[config.mk]
export PLATFORM = sky130hd
export DESIGN_NAME = udp_test_frame_generator
export DESIGN_NICKNAME = d
export VERILOG_FILES = /design/src/rtl/utfg_pkg.sv /design/src/rtl/udp_test_frame_generator.sv
export SDC_FILE = /design/constraint.sdc
export NUM_CORES = 1
export LEC_CHECK = 0
export BUFFER_PORTS_ARGS = -buffer_cell sky130_fd_sc_hd__clkbuf_2
export CAP_MARGIN = 20
export CORE_MARGIN = 4
export CORE_UTILIZATION = 55
export CTS_CLUSTER_DIAMETER = 100
export DETAILED_ROUTE_END_ITERATION = 6
export GPL_TIMING_DRIVEN = 0
export PLACE_DENSITY = 0.76
export SYNTH_ARGS = -nofsm -noshare
export SYNTH_HDL_FRONTEND = slang
export SYNTH_SLANG_ARGS = --single-unit
[constraint.sdc]
create_clock -name clk_i -period 21.7 [get_ports clk_i]
set_clock_uncertainty 0.05 [all_clocks]
set_input_delay 1.085 -clock clk_i [delete_from_list [all_inputs] [get_ports clk_i]]
set_output_delay 1.085 -clock clk_i [all_outputs]
set_load 0.03 [all_outputs]
[src/rtl/utfg_pkg.sv]
// ----------------------------------------------------------------------------
// utfg_pkg
// Shared constants and helpers for the UDP test frame generator.
// ----------------------------------------------------------------------------
package utfg_pkg;

  localparam int unsigned CfgIdxW = 2;
  localparam int unsigned CfgDataW = 48;

  localparam logic [CfgIdxW-1:0] CfgFrameLength = 2'd0;
  localparam logic [CfgIdxW-1:0] CfgMacOverride = 2'd1;
  localparam logic [CfgIdxW-1:0] CfgDestMac = 2'd2;

  localparam int unsigned HdrBytes = 42;
  localparam int unsigned EthBytes = 14;
  localparam int unsigned UdpOff = 34;
  localparam int unsigned HdrBeats = 6;
  localparam int unsigned LenRawW = 10;

  localparam logic [9:0] ResetFrameLength = 10'd60;

  localparam logic [31:0] SrcIpBase = 32'h0A00_0000;
  localparam logic [31:0] DstIp = 32'hC0A8_0001;
  localparam logic [15:0] IpIdent = 16'd2012;
  localparam logic [15:0] UdpSrcPort = 16'd2012;
  localparam logic [15:0] UdpDstPort = 16'd3000;
  localparam logic [15:0] EtherTypeIpv4 = 16'h0800;
  localparam logic [7:0] IpVerIhl = 8'h45;
  localparam logic [7:0] IpTtl = 8'd64;
  localparam logic [7:0] IpProtoUdp = 8'd17;
  localparam logic [47:0] DefDstMac = 48'h00_01_02_03_04_05;
  localparam logic [47:0] SrcMac = 48'h06_07_08_09_0A_0B;

  // fixed words of the IPv4 header sum: ver/ihl/tos, id, ttl/proto, dst ip
  localparam logic [18:0] IpSumConst = 19'({IpVerIhl, 8'h00}) + 19'(IpIdent)
                                     + 19'({IpTtl, IpProtoUdp})
                                     + 19'(DstIp[31:16]) + 19'(DstIp[15:0]);
  // pseudo-header protocol, dst ip, both ports
  localparam logic [18:0] UdpSumConst = 19'(IpProtoUdp) + 19'(DstIp[31:16])
                                      + 19'(DstIp[15:0]) + 19'(UdpSrcPort)
                                      + 19'(UdpDstPort);

  // end-around carry fold of a wide sum into 16 bits
  function automatic logic [15:0] oc_fold(input logic [18:0] s);
    logic [16:0] t;
    logic [16:0] r;
    t = 17'(s[15:0]) + 17'(s[18:16]);
    r = 17'(t[15:0]) + 17'(t[16]);
    return r[15:0];
  endfunction

endpackage

[src/rtl/udp_test_frame_generator.sv]
// ----------------------------------------------------------------------------
// udp_test_frame_generator
// Builds one Ethernet/IPv4/UDP test frame per packet index, 8 bytes a beat.
// ----------------------------------------------------------------------------
// Stages: input register, generator stage, then the output register.
// Throughput: one 64-bit beat per cycle from the beat counter while the output
// is not stalled; the next item is taken while the current frame drains.
// Reset: clears all valids; frame_length 60, override off, dest MAC zero.
module udp_test_frame_generator #(
  parameter int unsigned MAX_FRAME_BYTES = 512
) (
  input  logic                              clk_i,
  input  logic                              rst_ni,
  input  logic                              cfg_we_i,
  input  logic [utfg_pkg::CfgIdxW-1:0]      cfg_index_i,
  input  logic [utfg_pkg::CfgDataW-1:0]     cfg_data_i,
  input  logic                              s_tvalid_i,
  output logic                              s_tready_o,
  input  logic [31:0]                       s_tdata_i,   // packet_index
  output logic                              m_tvalid_o,
  input  logic                              m_tready_i,
  output logic [71:0]                       m_tdata_o,   // beat_data, beat_bytes
  output logic                              m_tlast_o    // last_beat
);

  localparam int unsigned LenW = $clog2(MAX_FRAME_BYTES + 1);
  localparam int unsigned BeatW = $clog2((MAX_FRAME_BYTES + 7) / 8);

  // configuration
  logic [LenW-1:0] len_q;
  logic            ovr_q;
  logic [47:0]     dmac_q;
  logic [utfg_pkg::LenRawW-1:0] len_raw;
  logic [LenW-1:0] len_clamp;

  assign len_raw = cfg_data_i[utfg_pkg::LenRawW-1:0];

  always_comb begin
    if (len_raw < utfg_pkg::LenRawW'(utfg_pkg::HdrBytes)) begin
      len_clamp = LenW'(utfg_pkg::HdrBytes);
    end else if (len_raw > utfg_pkg::LenRawW'(MAX_FRAME_BYTES)) begin
      len_clamp = LenW'(MAX_FRAME_BYTES);
    end else begin
      len_clamp = LenW'(len_raw);
    end
  end

  always_ff @(posedge clk_i or negedge rst_ni) begin
    if (!rst_ni) begin
      len_q  <= LenW'(utfg_pkg::ResetFrameLength);
      ovr_q  <= 1'b0;
      dmac_q <= '0;
    end else if (cfg_we_i) begin
      unique case (cfg_index_i)
        utfg_pkg::CfgFrameLength: len_q  <= len_clamp;
        utfg_pkg::CfgMacOverride: ovr_q  <= cfg_data_i[0];
        utfg_pkg::CfgDestMac:     dmac_q <= cfg_data_i[47:0];
        default: ;
      endcase
    end
  end

  // input register
  logic        in_valid_q;
  logic [31:0] in_src_q;
  logic [31:0] src_sum;
  logic [31:0] src_d;

  // generator stage
  logic             gen_act_q;
  logic [BeatW-1:0] gen_beat_q;
  logic [31:0]      gen_src_q;
  logic [15:0]      gen_ipck_q;
  logic [15:0]      gen_udpck_q;

  // output register
  logic        out_valid_q;
  logic [63:0] out_data_q;
  logic [3:0]  out_bytes_q;
  logic        out_last_q;

  logic out_ready;
  logic gen_fire;
  logic gen_last;
  logic gen_free;
  logic load_gen;
  logic in_fire;

  assign src_sum = utfg_pkg::SrcIpBase + s_tdata_i;
  assign src_d   = (src_sum == 32'hFFFF_FFFF) ? 32'h0 : src_sum;

  assign out_ready  = !out_valid_q || m_tready_i;
  assign gen_fire   = gen_act_q && out_ready;
  assign gen_free   = !gen_act_q || (gen_fire && gen_last);
  assign load_gen   = in_valid_q && gen_free;
  assign s_tready_o = !in_valid_q || gen_free;
  assign in_fire    = s_tvalid_i && s_tready_o;

  // checksums for the item moving into the generator stage
  logic [15:0] ip_len;
  logic [15:0] udp_len;
  logic [18:0] ip_sum;
  logic [18:0] udp_sum;
  logic [15:0] ipck_d;
  logic [15:0] udpck_d;

  assign ip_len  = 16'(len_q) - 16'(utfg_pkg::EthBytes);
  assign udp_len = 16'(len_q) - 16'(utfg_pkg::UdpOff);
  assign ip_sum  = utfg_pkg::IpSumConst + 19'(ip_len)
                 + 19'(in_src_q[31:16]) + 19'(in_src_q[15:0]);
  assign udp_sum = utfg_pkg::UdpSumConst + 19'(udp_len) + 19'(udp_len)
                 + 19'(in_src_q[31:16]) + 19'(in_src_q[15:0]);
  assign ipck_d  = ~utfg_pkg::oc_fold(ip_sum);
  assign udpck_d = ~utfg_pkg::oc_fold(udp_sum);

  // header beats, beat 0 first
  logic [0:utfg_pkg::HdrBeats-1][63:0] hdr;
  logic [47:0] dmac;
  logic [2:0]  hdr_idx;
  logic [63:0] beat_data;
  logic [LenW-1:0] pos;
  logic [LenW-1:0] rem;
  logic [3:0]  beat_bytes;

  assign dmac = ovr_q ? dmac_q : utfg_pkg::DefDstMac;
  assign hdr = {dmac, utfg_pkg::SrcMac, utfg_pkg::EtherTypeIpv4,
                utfg_pkg::IpVerIhl, 8'h00, ip_len, utfg_pkg::IpIdent, 16'h0000,
                utfg_pkg::IpTtl, utfg_pkg::IpProtoUdp, gen_ipck_q,
                gen_src_q, utfg_pkg::DstIp,
                utfg_pkg::UdpSrcPort, utfg_pkg::UdpDstPort, udp_len, gen_udpck_q,
                48'h0};

  assign hdr_idx   = gen_beat_q[2:0];
  assign beat_data = (gen_beat_q < BeatW'(utfg_pkg::HdrBeats)) ? hdr[hdr_idx] : 64'h0;
  assign pos       = LenW'({gen_beat_q, 3'b000});
  assign rem       = len_q - pos;
  assign gen_last  = rem <= LenW'(8);
  assign beat_bytes = gen_last ? rem[3:0] : 4'd8;

  always_ff @(posedge clk_i or negedge rst_ni) begin
    if (!rst_ni) begin
      in_valid_q  <= 1'b0;
      gen_act_q   <= 1'b0;
      gen_beat_q  <= '0;
      out_valid_q <= 1'b0;
    end else begin
      if (in_fire) begin
        in_valid_q <= 1'b1;
      end else if (load_gen) begin
        in_valid_q <= 1'b0;
      end
      if (load_gen) begin
        gen_act_q  <= 1'b1;
        gen_beat_q <= '0;
      end else if (gen_fire) begin
        if (gen_last) begin
          gen_act_q <= 1'b0;
        end
        gen_beat_q <= gen_beat_q + BeatW'(1);
      end
      if (out_ready) begin
        out_valid_q <= gen_act_q;
      end
    end
  end

  always_ff @(posedge clk_i) begin
    if (in_fire) begin
      in_src_q <= src_d;
    end
    if (load_gen) begin
      gen_src_q   <= in_src_q;
      gen_ipck_q  <= ipck_d;
      gen_udpck_q <= udpck_d;
    end
    if (gen_fire) begin
      out_data_q  <= beat_data;
      out_bytes_q <= beat_bytes;
      out_last_q  <= gen_last;
    end
  end

  assign m_tvalid_o = out_valid_q;
  assign m_tdata_o  = {4'h0, out_bytes_q, out_data_q};
  assign m_tlast_o  = out_last_q;

  // checks
  a_beat_restart: assert property (@(posedge clk_i) disable iff (!rst_ni)
    load_gen |=> gen_act_q && gen_beat_q == '0)
    else $error("beat counter not restarted on frame load");

  a_full_beat: assert property (@(posedge clk_i) disable iff (!rst_ni)
    m_tvalid_o && !m_tlast_o |-> m_tdata_o[67:64] == 4'd8)
    else $error("non-final beat not full");

  a_last_bytes: assert property (@(posedge clk_i) disable iff (!rst_ni)
    m_tvalid_o && m_tlast_o |-> m_tdata_o[67:64] != 4'd0 && m_tdata_o[67:64] <= 4'd8)
    else $error("final beat byte count out of range");

  a_stall_cause: assert property (@(posedge clk_i) disable iff (!rst_ni)
    !s_tready_o |-> in_valid_q && gen_act_q)
    else $error("input stalled with free stage");

endmodule

======== Word level (Yosys, flattened, before mapping) ========
Index checks and enable logic that the tools add are counted.
operators by class
  $add $sub $neg .......................... 16
  multipliers ............................. 0
  divide/modulo/power cells ............... 0
  order comparisons ....................... 5
  eq/ne operators ......................... 3
  shift operators ......................... 0
  mux-type cells .......................... 13
  bitwise operators ....................... 3
  reduce and logical (&&, ||, !) cells .... 18
operators with widths
  kind                    count
  $bmux 64 s3             1
  $mux 64                 2
  $mux 48                 1
  $add 18x16->19          2
  $add 19x16->19          2
  $add 16x3->17           2
  $add 16x1->16           2
  $add 28x32->32 const A  1
  $eq 32x32->1 const B    1
  $not 16->16             2
  $mux 10                 2
  $add 17x16->18          1
  $add 17x16->18 const A  1
  $add 16x16->17 const A  1
  $mux 6                  2
  $sub 10x4->11 const B   1
  $sub 10x6->11 const B   1
  $gt 10x10->1 const B    1
  $le 10x4->1 const B     1
  $lt 10x6->1 const B     1
  $sub 10x9->10           1
  $reduce_and 2->1        4
  $add 6x1->6 const B     1
  $lt 6x3->1 const B      1
  10 further kinds        23
word-level totals
  register bits after elaboration ......... 233
  latch bits .............................. 0
  memory bits (writable) .................. 0
  bits in read-only memories .............. 0
  bits of input ports ..................... 87
  memories ................................ 0

======== Logic depth before layout (Yosys ltp) ========
Gate-level depths: netlist of the first run.
  word-level depth ........................ 8
  depth in mapped cells ................... 36
  mapped depth without buffers ............ 35

======== Least setup slack after synthesis of the first run ========
No wires, ideal clock.
  kind .................................... flip-flop to flip-flop
  from .................................... reg len_q[3]
  to ...................................... reg gen_ipck_q[12] (data pin)
  library setup time ...................... 275 ps
  data arrival time ....................... 7632 ps
  setup slack ............................. 13743 ps
  cell stages (with the launch flop) ...... 36
  buffers on the path ..................... 2
  period minus slack after synthesis ...... 7957 ps
  path through ............................ dfstp_2 -> clkbuf_1 -> nand3_1 -> nor3b_1 -> xnor2_1 -> fa_1 -> fa_1 -> inv_1 -> ha_1 -> clkbuf_1 -> o21a_1 -> nor3_1 -> a211o_1 -> o21ai_0 -> a21o_1 -> a21o_1 -> a21o_1 -> a21o_1 -> xor2_1 -> ha_1 -> inv_1 -> fa_1 -> nand2b_1 -> a211oi_1 -> nand2b_1 -> nor4_1 -> and2_1 -> and3_1 -> ha_1 -> nor2b_1 -> nand2_1 -> nor3_1 -> and3_1 -> o2111ai_1 -> a211oi_1 -> xor2_1
on the way
  longest elaborated chain between the ends .. 7
ends and longest elaborated chain
  what                    line                             RTL
  from (decl)             udp_test_frame_generator.sv:30   logic [LenW-1:0] len_q;
  from (signal assigned)  udp_test_frame_generator.sv:50   len_q <= LenW'(utfg_pkg::ResetFrameLength);
  from (signal assigned)  udp_test_frame_generator.sv:55   utfg_pkg::CfgFrameLength: len_q <= len_clamp;
  $sub 10x4->11           udp_test_frame_generator.sv:107  assign ip_len = 16'(len_q) - 16'(utfg_pkg::EthBytes);
  $add 17x16->18          udp_test_frame_generator.sv:109  assign ip_sum = utfg_pkg::IpSumConst + 19'(ip_len)
  $add 18x16->19          udp_test_frame_generator.sv:110  + 19'(in_src_q[31:16]) + 19'(in_src_q[15:0]);
  $add 19x16->19          udp_test_frame_generator.sv:110
  $add 16x3->17           utfg_pkg.sv:47                   t = 17'(s[15:0]) + 17'(s[18:16]);
  $add 16x1->16           utfg_pkg.sv:48                   r = 17'(t[15:0]) + 17'(t[16]);
  $not 16->16             udp_test_frame_generator.sv:113  assign ipck_d = ~utfg_pkg::oc_fold(ip_sum);
  via ipck_d[12]          udp_test_frame_generator.sv:104  logic [15:0] ipck_d;
  to (signal assigned)    udp_test_frame_generator.sv:173  gen_ipck_q <= ipck_d;
  to (decl)               udp_test_frame_generator.sv:73   logic [15:0] gen_ipck_q;
The timed path passes the listed nets, and every way through them passes these cells.
A chain may end at the register's enable or synchronous reset.

======== Worst setup path in the final report of the first run ========
Same ends and word-level chain as after synthesis.

==> flow_summary.toml, run 1 <==
[global_route]
grt_pass1_wl_mm = 58.5
grt_max_degree = 69
antenna_found_initial = 0
grtUsageTotal_pct = 26.5
grt_pass1_vias = 10466
overflow = 0

[timing]
setup_violations = 0
hold_viol_final = 0
clock.fmax_mhz = 97.5
rsz0062_at_grt = "no"
min_period_over_period_pct = 47.3
min_period_ps = 10260
maxSlewViolCount = 0
slew_headroom_pct = 31.7
hold_ws_ps = 356
finalSetupTns_ps = 0
tightest_slew_ps = 999

[critical_path]
critical_path_buf_inv_count = 2
startpoint = "len_q[3]$_DFFE_PN1P_"
r2r_setup_slack_ps = 11440
cp_slowest_stage_delay_ps = 680
crit_path_top_delay_cell = "a211oi_1"
cp-end-kind = "register"
worstSetupEndpoint = "gen_ipck_q[12]$_DFFE_PP_"
path_max_fanout = 8
crit_arrival_ps = 10480
r2r_end = "gen_ipck_q[12]$_DFFE_PP_"
reg2reg_from = "len_q[3]$_DFFE_PN1P_"
crit_family = "simple AND/OR/NAND/NOR gates"
required_ps = 21920
cp.depth = 32
start_kind = "register"
rr_worst_depth = 32
critPathKind = "reg -> reg"

[yosys]
ys_seq_elements = 231
synthMuxAreaShare_pct = 4.81
yosys.area_share.simple_pct = 12.9
syn_inst = 1275
synthAdderAreaFrac_pct = 12.6
ys_types = 84
synth-compound-area-share_pct = 12.2
syn_avg_cell_area_um2 = 11.0
yosysWarningCount = 0
ys_seq_area_share_pct = 46.9
synth-main-ff-cell = "edfxtp_1"
syn-cell-area_um2 = 14100
synth_enable_flop_cells = 163
synth_top_family_by_area = "simple AND/OR/NAND/NOR gates"
synthXorXnorAreaFrac_pct = 6.14
async_flop_share_pct = 29.4

[cells_and_area]
layout-drive-gt1-share_pct = 19.8
fin_nets = 1673
stdcell_count = 1815
area_growth_pct = 15.1
layout_commonest_cell = "edfxtp_1"
num_antenna_cells = 0
final_cell_mix = "edfxtp_1 (163), clkbuf_2 (156), inv_1 (110), nor2_1 (87), ha_1 (84)"

[route]
drtPass1Iterations = 5
drcViolationCount = 0
route.vias.total = 10697
wl_mm = 38.3
viasPerCell = 5.89
antenna_left = 0
routedWlPerCell_um = 21.1
drtIter0Drc = 1343

[cts]
numCtsBuffers = 25
cts_hold_buf = 0
cts_tree = "done"
clock_latency_ps = 550
cts_resized = 0
cts_setup_buffers = 0
cts_buffer_depth = 3
cts_root_buffer = "clkbuf_16"
htree_levels = 1
clk_pin_slew_ps = 60
cts_sinks = 231

[power]
vdd_ir_drop_max_uv = 69.3
leakage_nw = 6.79
power_density_nw_per_um2 = 133

[floorplanning]
core_area_um2 = 25200
dieArea_um2 = 28200
start_util_pct = 55.9
ios = 162
rows = 58
fp.dieW_um = 168
die_y_um = 168

[job]
cap_violations = 0

[worst_hold_path]
hp-class = "in -> async"

[placed_design]
numPlacedInstances = 1769
dp_hpwl_mm = 29.9
portBuffers = 157
gp_congestion = 0.983

[status]
status = "finished clean"
==> cell type report <==
type	count	area [um2]
clock inverters	18	159
well taps	330	413
inverters	112	420
fillers	1930	8980
flip-flops and latches	231	6600
repair buffers	161	883
plain buffers	46	204
clock buffers	28	637
multi-input cells	889	6880
==> per-stage QoR <==
step	setup slack (ps)	cell area (um2)	total power [mW]	utilization [%]
finish	11440	16200	2.15	64.3
detailed placement	11720	15400	1.72	61.2
global placement	11930	15300	1.69	60.7
CTS	11630	16200	2.14	64.3
global route	10660	16200	2.29	64.3
floorplan	13740	14100	1.43	-
==> state kept, by name (all words and copies together) (netlist names), 4 cells and up <==
name / count
out_bytes_q: 4
out_data_q: 62
in_src_q: 32
gen_beat_q: 6
gen_udpck_q: 16
gen_src_q: 32
gen_ipck_q: 16
dmac_q: 48
len_q: 10
==> cells in the mapped netlist (all sizes together), types with 8 or more instances <==
library cell / count / share of area, %
a21oi: 62 / 2.2
xor2: 36 / 2.3
o21a: 8 / 0.43
nor2b: 37 / 1.6
o21ai: 61 / 2.2
and3: 13 / 0.60
a21o: 15 / 0.80
nor2: 87 / 2.3
a221o: 9 / 0.64
clkbuf: 35 / 0.93
mux2: 53 / 4.2
dfrtp: 64 / 11
nand4: 16 / 0.71
inv: 111 / 3.0
a211oi: 9 / 0.55
ha: 84 / 7.5
nor3: 24 / 0.85
xnor2: 61 / 3.8
nand3b: 8 / 0.43
fa: 36 / 5.1
nor4: 15 / 0.71
nand3: 22 / 0.78
edfxtp: 163 / 35
a31oi: 11 / 0.49
nand2b: 16 / 0.71
a22oi: 17 / 0.91
buf: 11 / 0.52
nand2: 75 / 2.0
mux2i: 8 / 0.57
==> where the power goes <==
| part | leakage (nW) | switching (mW) | internal [mW] | total, mW |
|---|---|---|---|---|
| clock network | 0.384 | 0.187 | 0.228 | 0.416 |
| registers | 2.35 | 0.0289 | 0.564 | 0.593 |
| logic | 4.06 | 0.724 | 0.416 | 1.14 |
==> cell families (layout without fill, tap and decap cells) <==
group           Yosys count  in the layout
compound gates          254            254
fa+ha+maj               120            120
buf+inv                 158            365
xor+xnor                 97             97
other cells               1              4
mux                      61             61
simple gates            353            353
flops                   231            231
==> worst register-to-register path: cells and delay by family, from the launching register on <==
| family | cells | cell delay (ps) |
|---|---|---|
| flip-flops | 1 | 520 |
| XOR/XNOR | 3 | 950 |
| AO/OA/AOI/OAI | 9 | 3030 |
| adder cells (fa/ha/maj) | 5 | 1730 |
| AND/OR/NAND/NOR | 13 | 3260 |
| buffers and inverters | 2 | 450 |
==> metal layers <==
layer / vias to the layer above / GRT usage [%] / part of all wire, %
met4: 0 / 8.96 / 3.5
met5: - / 0 / 0
met3: 74 / 3.64 / 7.8
li1: 4962 / - / -
met2: 471 / 43.6 / 47
met1: 5190 / 36.5 / 42
==> worst min-delay path by stage <==
stage / startpoint / end / slack, ps
detailed placement: in_src_q[27]$_SDFFCE_PN0P_ / gen_src_q[27]$_DFFE_PP_ / 380
global placement: in_src_q[10]$_SDFFCE_PN0P_ / gen_src_q[10]$_DFFE_PP_ / 380
floorplan: in_src_q[10]$_SDFFCE_PN0P_ / gen_src_q[10]$_DFFE_PP_ / 380
finish: rst_ni / dmac_q[38]$_DFFE_PN0P_ / 360
global route: rst_ni / dmac_q[38]$_DFFE_PN0P_ / 350
CTS: rst_ni / dmac_q[38]$_DFFE_PN0P_ / 340
No activity file was read; power rests on OpenSTA's default activity.
==> run 2, diff against run 1 <==
- ABC_AREA: not set -> 1
- clock period: 21.7 -> 9.9 ns (I/O delays scaled with it)
==> run 2 against run 1 <==
- final area up 2.1%
- sequential power grew 140%
- worst hold slack got worse by 220 ps
- largest cell class is now registers
- wire length increased by 4.8%
- die area is 1.6% higher
==> flow_summary.toml, run 2 <==
[status]
status = "finished clean"

[critical_path]
r2r_setup_slack_ps = 1190
r2r_end = "gen_udpck_q[14]$_DFFE_PP_"
crit_family = "simple AND/OR/NAND/NOR gates"
critPathKind = "reg -> reg"
cp-end-kind = "register"
reg2reg_from = "len_q[1]$_DFFE_PN0P_"
rr_worst_depth = 41
crit_path_top_delay_cell = "nor3_2"
cpMostUsedCell = "inv_1"
cp_slowest_stage_delay_ps = 780
path_max_fanout = 7
required_ps = 10100
crit_arrival_ps = 8910
critical_path_buf_inv_count = 8
start_kind = "register"

[yosys]
synth-main-ff-cell = "edfxtp_1"
synth_enable_flop_cells = 163
async_flop_share_pct = 29.4
ys_types = 53
synth_top_area_share_pct = 34.2
synth_top_area_cell = "edfxtp_1"
yosysWarningCount = 0
ys_seq_elements = 231
ys_seq_area_share_pct = 46.1
syn-cell-area_um2 = 14300
syn_avg_cell_area_um2 = 9.02
ys_top_cells_by_area = "edfxtp_1 (34%), dfrtp_1 (11%), nand2_1 (9.3%)"
synth.most_common_cell = "nand2_1"
syn_inst = 1587
synthTopCellsByCount = "nand2_1 (355), inv_1 (300), edfxtp_1 (163)"

[worst_hold_path]
min_path_cells = 2
min_to = "dmac_q[22]$_DFFE_PN0P_"
hp-start = "cfg_data_i[22]"
hp-class = "in -> reg"

[timing]
hold_viol_final = 0
min_period_over_period_pct = 88.0
setup_violations = 0
slew_headroom_pct = 34.5
min_period_ps = 8710
rsz0062_at_grt = "no"
finalSetupTns_ps = 0
maxSlewViolCount = 0
hold_ws_ps = 141
tightest_slew_ps = 977
clock.fmax_mhz = 115

[cts]
cts_tree = "done"
cts_hold_buf = 1
clock_latency_ps = 540
numCtsBuffers = 25
cts_sinks = 231
cts_setup_buffers = 0
cts_resized = 0
cts_buffer_depth = 3
htree_levels = 1
cts_root_buffer = "clkbuf_16"
clk_pin_slew_ps = 60

[cells_and_area]
area_growth_pct = 15.5
largest_reg_flops = 62
layout-drive-gt1-share_pct = 15.6
fill_cells = 2003
regMostFlops = "out_data_q"
layout_commonest_cell = "nand2_1"
num_antenna_cells = 0
top_regs = "out_data_q x62, dmac_q x48"
final_cell_mix = "nand2_1 (355), inv_1 (299), edfxtp_1 (163), clkbuf_2 (156), nand3_1 (114)"
fin_nets = 1987
stdcell_count = 2129
postLayoutCoreUtil_pct = 65.1

[power]
vdd_ir_drop_max_uv = 353
power_density_nw_per_um2 = 352
leakage_nw = 8.07

[placed_design]
gp_congestion = 0.967
dp_hpwl_mm = 32.2
portBuffers = 157
numPlacedInstances = 2082

[global_route]
grt_pass1_wl_mm = 61.9
grt_pass1_vias = 11498
grtUsageTotal_pct = 27.8
grt_max_degree = 54
antenna_found_initial = 4
overflow = 0

[route]
routedWlPerCell_um = 18.9
drtPass1Iterations = 5
drcViolationCount = 0
route.vias.total = 11700
viasPerCell = 5.50
antenna_left = 0
drtIter0Drc = 1195
wl_mm = 40.2

[floorplanning]
die_y_um = 169
fp.dieW_um = 169
rows = 58
dieArea_um2 = 28700
ios = 162
start_util_pct = 56.4
core_area_um2 = 25400

[job]
cap_violations = 0
-- run 2: changes by cell type after synthesis, moves of 22 or more --
| cell | before | now |
|---|---|---|
| nand2_1 | 75 | 355 |
| inv_1 | 110 | 300 |
| nand3_1 | 22 | 114 |
| xnor2_1 | 60 | 12 |
| nor2b_1 | 37 | 0 |
| a21oi_1 | 61 | 33 |
| nor2_1 | 87 | 109 |
-- run 2: layer usage --
layer | vias up | GRT usage, % | part of all wire (%)
met5 | - | 0 | 0.097
met4 | 6 | 10.0 | 3.7
met3 | 94 | 4.66 | 8.4
met2 | 498 | 46.4 | 47
met1 | 5512 | 37.0 | 41
li1 | 5590 | - | -
-- run 2: worst reg2reg max path: cells and delay by family, from the launching register on --
| family | cells | cell delay (ps) |
|---|---|---|
| AO/OA/AOI/OAI | 6 | 1220 |
| adder cells (fa/ha/maj) | 5 | 1980 |
| AND/OR/NAND/NOR | 21 | 3410 |
| buffers and inverters | 8 | 1060 |
| XOR/XNOR | 1 | 190 |
| flip-flops | 1 | 480 |
-- run 2: report_power, final --
group          internal [mW]  switching (mW)  total, mW
registers               1.30           0.102       1.40
logic                   1.10            2.35       3.45
clock network          0.572           0.392      0.964
-- run 2: how the worst max path moves through the flow --
| stage | depth (start not counted) | startpoint | endpoint |
|---|---|---|---|
| 3_3_place_gp | 41 | len_q[1]$_DFFE_PN0P_ | gen_udpck_q[14]$_DFFE_PP_ |
| 2_1_floorplan | 41 | len_q[1]$_DFFE_PN0P_ | gen_udpck_q[15]$_DFFE_PP_ |
| 5_1_grt | 41 | len_q[1]$_DFFE_PN0P_ | gen_udpck_q[14]$_DFFE_PP_ |
| 3_5_place_dp | 41 | len_q[1]$_DFFE_PN0P_ | gen_udpck_q[14]$_DFFE_PP_ |
| 6_report | 41 | len_q[1]$_DFFE_PN0P_ | gen_udpck_q[14]$_DFFE_PP_ |
| 4_1_cts | 41 | len_q[1]$_DFFE_PN0P_ | gen_udpck_q[14]$_DFFE_PP_ |
-- run 2: kinds of logic after synthesis --
group | Yosys count | share of synthesized area, %
AO/OA/AOI/OAI | 172 | 7.39
buffers and inverters | 340 | 9.07
multiplexers | 38 | 2.99
adder cells (fa/ha/maj) | 120 | 12.4
XOR/XNOR | 45 | 2.94
other | 1 | 0.0262
flip-flops | 231 | 46.1
AND/OR/NAND/NOR | 640 | 19.1
-- run 2: area by class of cell --
type / count / area (um2) / area share, %
clock inverter: 16 / 190 / 1.15
clock buffer: 30 / 674 / 4.08
sequential: 231 / 6600 / 39.9
buffer: 34 / 150 / 0.908
tap: 330 / 413 / 2.50
multi-input combinational: 1019 / 6440 / 39.0
inverter: 306 / 1150 / 6.95
timing repair buffer: 163 / 913 / 5.52
-- run 2: per-stage QoR --
step	power, mW	cell area (um2)	setup slack [ps]
after global placement	4.69	15500	959
after CTS	5.78	16500	1310
after global routing	6.31	16500	459
after floorplan	3.91	14300	2760
final	5.81	16500	1190
after detailed placement	4.80	15700	1380
